==> src/sv/semaphore_blocked_thread_table_unit_assert.svh <==
// Assertion macros for the semaphore blocked-thread table.
// Included by the top level; no other dependencies.
`ifndef SEMAPHORE_BLOCKED_THREAD_TABLE_UNIT_ASSERT_SVH
`define SEMAPHORE_BLOCKED_THREAD_TABLE_UNIT_ASSERT_SVH
// Implication checked on every clock edge outside reset.
`define SBT_ASSERT_IMPL(label, clk, rst_n, ante, cons, msg) \
    label: assert property (@(posedge clk) disable iff (!rst_n) (ante) |-> (cons)) \
        else $error(msg);
// Next-cycle implication.
`define SBT_ASSERT_NEXT(label, clk, rst_n, ante, cons, msg) \
    label: assert property (@(posedge clk) disable iff (!rst_n) (ante) |=> (cons)) \
        else $error(msg);
`endif

==> src/sv/sbtt_pkg.sv <==
// Package for the semaphore blocked-thread table: sizes, codes, hash.
// No dependencies.
`default_nettype none
package sbtt_pkg;
    localparam int NDESC = 32;
    localparam int NBKT = 16;
    localparam int NTHR = 64;
    localparam int DW = 6;   // descriptor link width, NDESC means none
    localparam int TW = 7;   // thread link width, NTHR means none
    localparam int BW = 4;
    localparam int IW = 6;   // thread id field width

    localparam logic [1:0] OP_INSERT = 2'd0;
    localparam logic [1:0] OP_REMOVE = 2'd1;
    localparam logic [1:0] OP_PEEK   = 2'd2;
    localparam logic [1:0] OP_PULL   = 2'd3;

    localparam logic [1:0] ST_OK    = 2'd0;
    localparam logic [1:0] ST_NONE  = 2'd1;
    localparam logic [1:0] ST_FULL  = 2'd2;

    localparam logic [DW-1:0] NO_DESC = DW'(NDESC);
    localparam logic [TW-1:0] NO_THR  = TW'(NTHR);

    // Commands from controller to datapath.
    typedef struct packed {
        logic load;       // capture request, read thread key
        logic key_pick;   // choose the key to hash, start hash
        logic hash_step;  // one mix round
        logic chain_init; // read bucket head
        logic chain_step; // advance chain walk
        logic q_init;     // start queue walk
        logic q_step;     // advance queue walk
        logic commit;     // apply update and register result
    } sbtt_cmd_t;

    // Status from datapath to controller.
    typedef struct packed {
        logic hash_done;
        logic chain_done;
        logic q_done;
    } sbtt_stat_t;

    function automatic logic [31:0] mix_round(input logic [31:0] a, input logic [2:0] r);
        logic [31:0] b;
        b = a;
        case (r)
            3'd0: b = (a + 32'h7ed55d16) + (a << 12);
            3'd1: b = (a ^ 32'hc761c23c) ^ (a >> 19);
            3'd2: b = (a + 32'h165667b1) + (a << 5);
            3'd3: b = (a + 32'hd3a2646c) ^ (a << 9);
            3'd4: b = (a + 32'hfd7046c5) + (a << 3);
            3'd5: b = (a ^ 32'hb55a4f09) ^ (a >> 16);
            default: b = a;
        endcase
        return b;
    endfunction
endpackage
`default_nettype wire

==> src/sv/sbtt_ctrl.sv <==
// Controller for the semaphore blocked-thread table.
// Depends on sbtt_pkg.
`default_nettype none
module sbtt_ctrl (
    input  wire logic              clk,
    input  wire logic              rst_n,
    input  wire logic              in_valid,
    output logic                   in_stall,
    output logic                   out_valid,
    input  wire logic              out_stall,
    output sbtt_pkg::sbtt_cmd_t    cmd,
    input  wire sbtt_pkg::sbtt_stat_t stat
);
    import sbtt_pkg::*;

    localparam logic [2:0] S_IDLE  = 3'd0;
    localparam logic [2:0] S_HASH  = 3'd1;
    localparam logic [2:0] S_CINIT = 3'd2;
    localparam logic [2:0] S_CHAIN = 3'd3;
    localparam logic [2:0] S_QINIT = 3'd4;
    localparam logic [2:0] S_QWALK = 3'd5;
    localparam logic [2:0] S_DONE  = 3'd6;
    localparam logic [2:0] S_KEY   = 3'd7;

    logic [2:0] state_reg, state_next;
    logic       ov_reg, ov_next;

    // Busy while a request is in flight; a waiting result only holds the commit.
    assign in_stall  = (state_reg != S_IDLE);
    assign out_valid = ov_reg;

    always_comb
    begin
        state_next = state_reg;
        ov_next = ov_reg && out_stall;
        cmd = '0;
        case (state_reg)
            S_IDLE:
            begin
                if (in_valid)
                begin
                    cmd.load = 1'b1;
                    state_next = S_KEY;
                end
            end
            S_KEY:
            begin
                cmd.key_pick = 1'b1;
                state_next = S_HASH;
            end
            S_HASH:
            begin
                cmd.hash_step = 1'b1;
                if (stat.hash_done) state_next = S_CINIT;
            end
            S_CINIT:
            begin
                cmd.chain_init = 1'b1;
                state_next = S_CHAIN;
            end
            S_CHAIN:
            begin
                cmd.chain_step = 1'b1;
                if (stat.chain_done) state_next = S_QINIT;
            end
            S_QINIT:
            begin
                cmd.q_init = 1'b1;
                state_next = S_QWALK;
            end
            S_QWALK:
            begin
                cmd.q_step = 1'b1;
                if (stat.q_done) state_next = S_DONE;
            end
            S_DONE:
            begin
                if (!ov_reg || !out_stall)
                begin
                    cmd.commit = 1'b1;
                    ov_next = 1'b1;
                    state_next = S_IDLE;
                end
            end
            default: state_next = S_IDLE;
        endcase
    end

    always_ff @(posedge clk or negedge rst_n)
    begin
        if (!rst_n)
        begin
            state_reg <= S_IDLE;
            ov_reg <= 1'b0;
        end
        else
        begin
            state_reg <= state_next;
            ov_reg <= ov_next;
        end
    end
endmodule
`default_nettype wire

==> config.mk <==
export PLATFORM = sky130hd
export DESIGN_NAME = sbtt_ctrl
export DESIGN_NICKNAME = d
export VERILOG_FILES = /design/src/sv/semaphore_blocked_thread_table_unit_assert.svh /design/src/sv/sbtt_pkg.sv /design/src/sv/sbtt_ctrl.sv
export SDC_FILE = /design/constraint.sdc
export NUM_CORES = 1
export LEC_CHECK = 0
export BUFFER_PORTS_ARGS = -buffer_cell sky130_fd_sc_hd__buf_2
export CORE_AREA = 3 3 40 42
export CTS_BUF_LIST = sky130_fd_sc_hd__clkbuf_4
export CTS_CLUSTER_SIZE = 12
export DETAILED_ROUTE_END_ITERATION = 6
export DIE_AREA = 0 0 43 45
export PLACE_DENSITY = 0.5
export SLEW_MARGIN = 20
export SYNTH_ARGS = -nofsm -noshare
export SYNTH_HDL_FRONTEND = slang
export SYNTH_SLANG_ARGS = --single-unit
export TNS_END_PERCENT = 1
==> constraint.sdc <==
create_clock -name clk -period 1.9 [get_ports clk]
set_input_delay 0 -clock clk [delete_from_list [all_inputs] [get_ports clk]]
set_output_delay 0 -clock clk [all_outputs]
set_load 0.05 [all_outputs]
* Word level (Yosys, flattened, before mapping) *
Cells that the tools add are included.

storage, ports and cells
  output and inout bits = 10
  word-level logic and storage cells = 39
  input bits = 7
  register bits after elaboration = 4

operators by class
  equal/unequal tests = 12
  mux-type cells = 18
  reduce and logical (&&, ||, !) cells = 7

operators by type and width
  operator              count
  $pmux W3 S8           1
  $mux W3               5
  $eq A3 B3 Y1 const B  4
  $mux W1               12
  $ne A2 B2 Y1 const B  5
  $eq A3 B2 Y1 const B  2
  $reduce_and A5 Y1     1
  $eq A3 B1 Y1 const B  1
  $logic_not A3 Y1      1
  $reduce_bool A3 Y1    1
  $logic_not A1 Y1      2
  $logic_and A1 B1 Y1   1
  $logic_or A1 B1 Y1    1

* Longest topological paths before layout *
  depth in word-level cells = 4
  depth in mapped cells = 4
  mapped depth without buffers = 3

* Least setup slack after synthesis *
OpenSTA, ideal clock, no wires.

  path type = reg2out
  start = register state_reg[1]
  end = output cmd[1] (netlist name)
  required time = 1900 ps
  buffers on the path = 1
  data arrival time = 1712 ps
  cell stages (with the launch flop) = 3
  setup slack = 188 ps
  cells stage by stage = dfrtp_1 buf_2 nor3b_1

RTL lines
  item                    RTL line         text
  start, declared         sbtt_ctrl.sv:25  logic [2:0] state_reg, state_next;
  start signal, assigned  sbtt_ctrl.sv:98  state_reg <= state_next;
  end, declared           sbtt_ctrl.sv:11  output sbtt_pkg::sbtt_cmd_t cmd,

==> run_results.csv <==
group,metric,value,unit
outcome,status,"finished, final reports clean",
drt,vias_per_cell,4.48,
final_layout,stdcell_count,69,
placed_design,portBuffers,16,
placed_design,place_congestion,0.681,
placed_design,place_inst,65,
synthesis,synth.yosys.warnings,0,
floorplan,rows,13,
clock_network,cts_hold_buf,1,
floorplan,io_pins,17,
clock_network,worstSkewPairLatency,0.23,ns
critical_path,cpMaxStageDelayCell,"dfrtp_1",
synthesis,synth_area_leader_cell,"dfrtp_1",
final_layout,fill_cells,151,
global_routing,grtUsageTotal,8.19,%
global_routing,gr-usage-met2,11.4,%
floorplan,fp.dieW,43,um
final_layout,final_nets,63,
final_layout,antenna_cells,0,
clock_network,cts_sinks,4,
critical_path,reg2reg_setup_slack,0.67,ns
global_routing,antenna_found_initial,0,
sta,skew,0.000945,ns
synthesis,seq_area_frac_synth,33.6,%
sta,final_max_slew_viol_count,0,
drt,first_iter_violations,7,
critical_path,cp.arrival,1.49,ns
drt,drc_errors,0,
critical_path,slowest_delay,0.55,ns
final_layout,largest_register_ffs,3,
clock_network,cts_tree,"built",
synthesis,ys_async_sr_fraction,100,%
global_routing,use_met3,3.19,%
sta,worst_slew_pin_slew,0.363,ns
global_routing,grt_max_degree,14,
placed_design,dp_hpwl,551,um
synthesis,synth_top_flop_cell,"dfrtp_1",
synthesis,ys_ff_latch,4,
sta,rsz0062_at_grt,"no",
critical_path,startpoint_type,"flop",
synthesis,yosys.area.top_type_share,33.6,%
final_layout,area_growth,38.7,%
sta,fin_crit,1.49,ns
synthesis,syn_inst,36,
floorplan,start_util,23.2,%
drt,num_vias,309,
critical_path,path_max_fanout,13,
critical_path,required,1.90,ns
synthesis,synthTopCellsByArea,"dfrtp_1 34%, a21oi_1 6.7%, nand2_1 6.3%, nor2_2 6.3%, and2_1 4.2%",
critical_path,crit_path_end_kind,"output pin",
synthesis,post-synth-top-count-cell,"nand2_1",
clock_network,postCtsSetupBuffers,0,
clock_network,clkTransAtPathRegs,0.04,ns
clock_network,ctsResizeCount,0,
global_routing,grt_pass1_vias,280,
floorplan,core_area,0.00128,sq mm
synthesis,synth_edf_count,0,
clock_network,cts_buffers,3,
drt,routed_wl,686,um
final_layout,drive_gt1_share,44.4,%
global_routing,top_usage_layer,"met2",
sta,min_period_over_period,78.5,%
synthesis,synth_area,298,sq um
sta,setup_violations,0,
sta,max_slew_margin,75.8,%
sta,tns,0,ns
global_routing,overflow,0,
synthesis,synth_common_cells,"5 x nand2_1, 4 x a21oi_1, 4 x dfrtp_1",
sta,final-hold-violation-count,0,
drt,first_pass_iters,2,
critical_path,path_cells,"nor2b_1 -> nand2_1 -> a21oi_1 -> buf_2",
synthesis,synth_area_per_cell,8.27,sq um
clock_network,h-tree-depth,1,
sta,fmaxAchievable,670,MHz
global_routing,grt_pass1_wl,1.12,mm
synthesis,synth_fp_nets,43,
synthesis,synth_cell_types,22,
run,max_cap_violations,0,
critical_path,criticalPathCategory,"flop to output pin",
worst_hold_path,min_path_type,"input port to flop",
critical_path,crit_buf_inv,1,
final_layout,seqCellArea,100,sq um
floorplan,die_area,0.00194,sq mm
clock_network,cts-root-buf,"clkbuf_4",
clock_network,cts_buffer_depth,2,
floorplan,die_h,45,um
drt,ant_nets,0,
final_layout,multi_input_area,174,sq um
drt,routedWlPerCell,9.94,um
critical_path,cp_top_family,"flip-flops",
global_routing,grt_util_met1,9.02,%
final timing paths:
check / end / start / cells after the start
setup / recovery: cmd[0] / state_reg[2] / 4
hold / removal: out_valid / out_stall / 3
setup reg to reg: state_reg[1] / state_reg[2] / 3
hold reg to reg: out_valid / out_valid / 2
max in group asynchronous: state_reg[1] / rst_n / 2
min in group asynchronous: state_reg[2] / rst_n / 2
routing by layer:
metal | wire (um) | part of all wire [%]
met3 | 48 | 7.0
met4 | 0 | 0
met5 | 0 | 0
met2 | 335 | 49
met1 | 301 | 44
area by class of cell:
type                            instances  area share, %
Inverter                                2           1.82
Timing Repair Buffer                   17           21.8
Tap cell                               15           4.55
Clock buffer                            3           5.45
Multi-Input combinational cell         28           42.1
Sequential cell                         4           24.2
stage by stage:
step	utilization (%)	hold slack (ns)	worst slack [ns]	instance area, sq um
floorplan	-	-0.296	0.188	298
global placement	29.6	-0.191	0.638	380
detailed placement	29.6	-0.192	0.659	380
CTS	32.1	0.0102	0.398	413
global route	32.1	0.0354	0.304	413
finish	32.1	0.0213	0.408	413
cells in the final DEF, fill, tap and decap left out:
cell,Yosys,routed
dfrtp_1,4,4
clkbuf_4,0,3
a32o_1,1,1
inv_2,1,1
buf_2,1,16
o32ai_1,1,1
dlygate4sd3_1,0,1
inv_1,1,1
o21ai_1,1,1
nor3b_1,1,1
or3_4,1,1
nor2b_1,1,1
a21oi_1,4,4
nor2_1,2,2
and3b_1,1,1
mux2_1,1,1
and3_1,1,1
nand2_1,5,5
and2_1,2,2
a32oi_1,1,1
nor2_2,3,3
nand3b_1,1,1
nor3_1,1,1
tightest hold or removal path, cell delays in order:
cell and delay, ns:
buf_2 0.10, nand2_1 0.06, nand2_1 0.06
cell families after synthesis:
kind of cell	after synthesis	synth area share, %
simple gates	19	37.0
compound gates	8	17.6
mux	1	3.78
buf+inv	4	7.98
flops	4	33.6
Power is left out: the tool's default activity adds up to more than one toggle a clock period on the data nets, which glitch-free logic cannot reach.
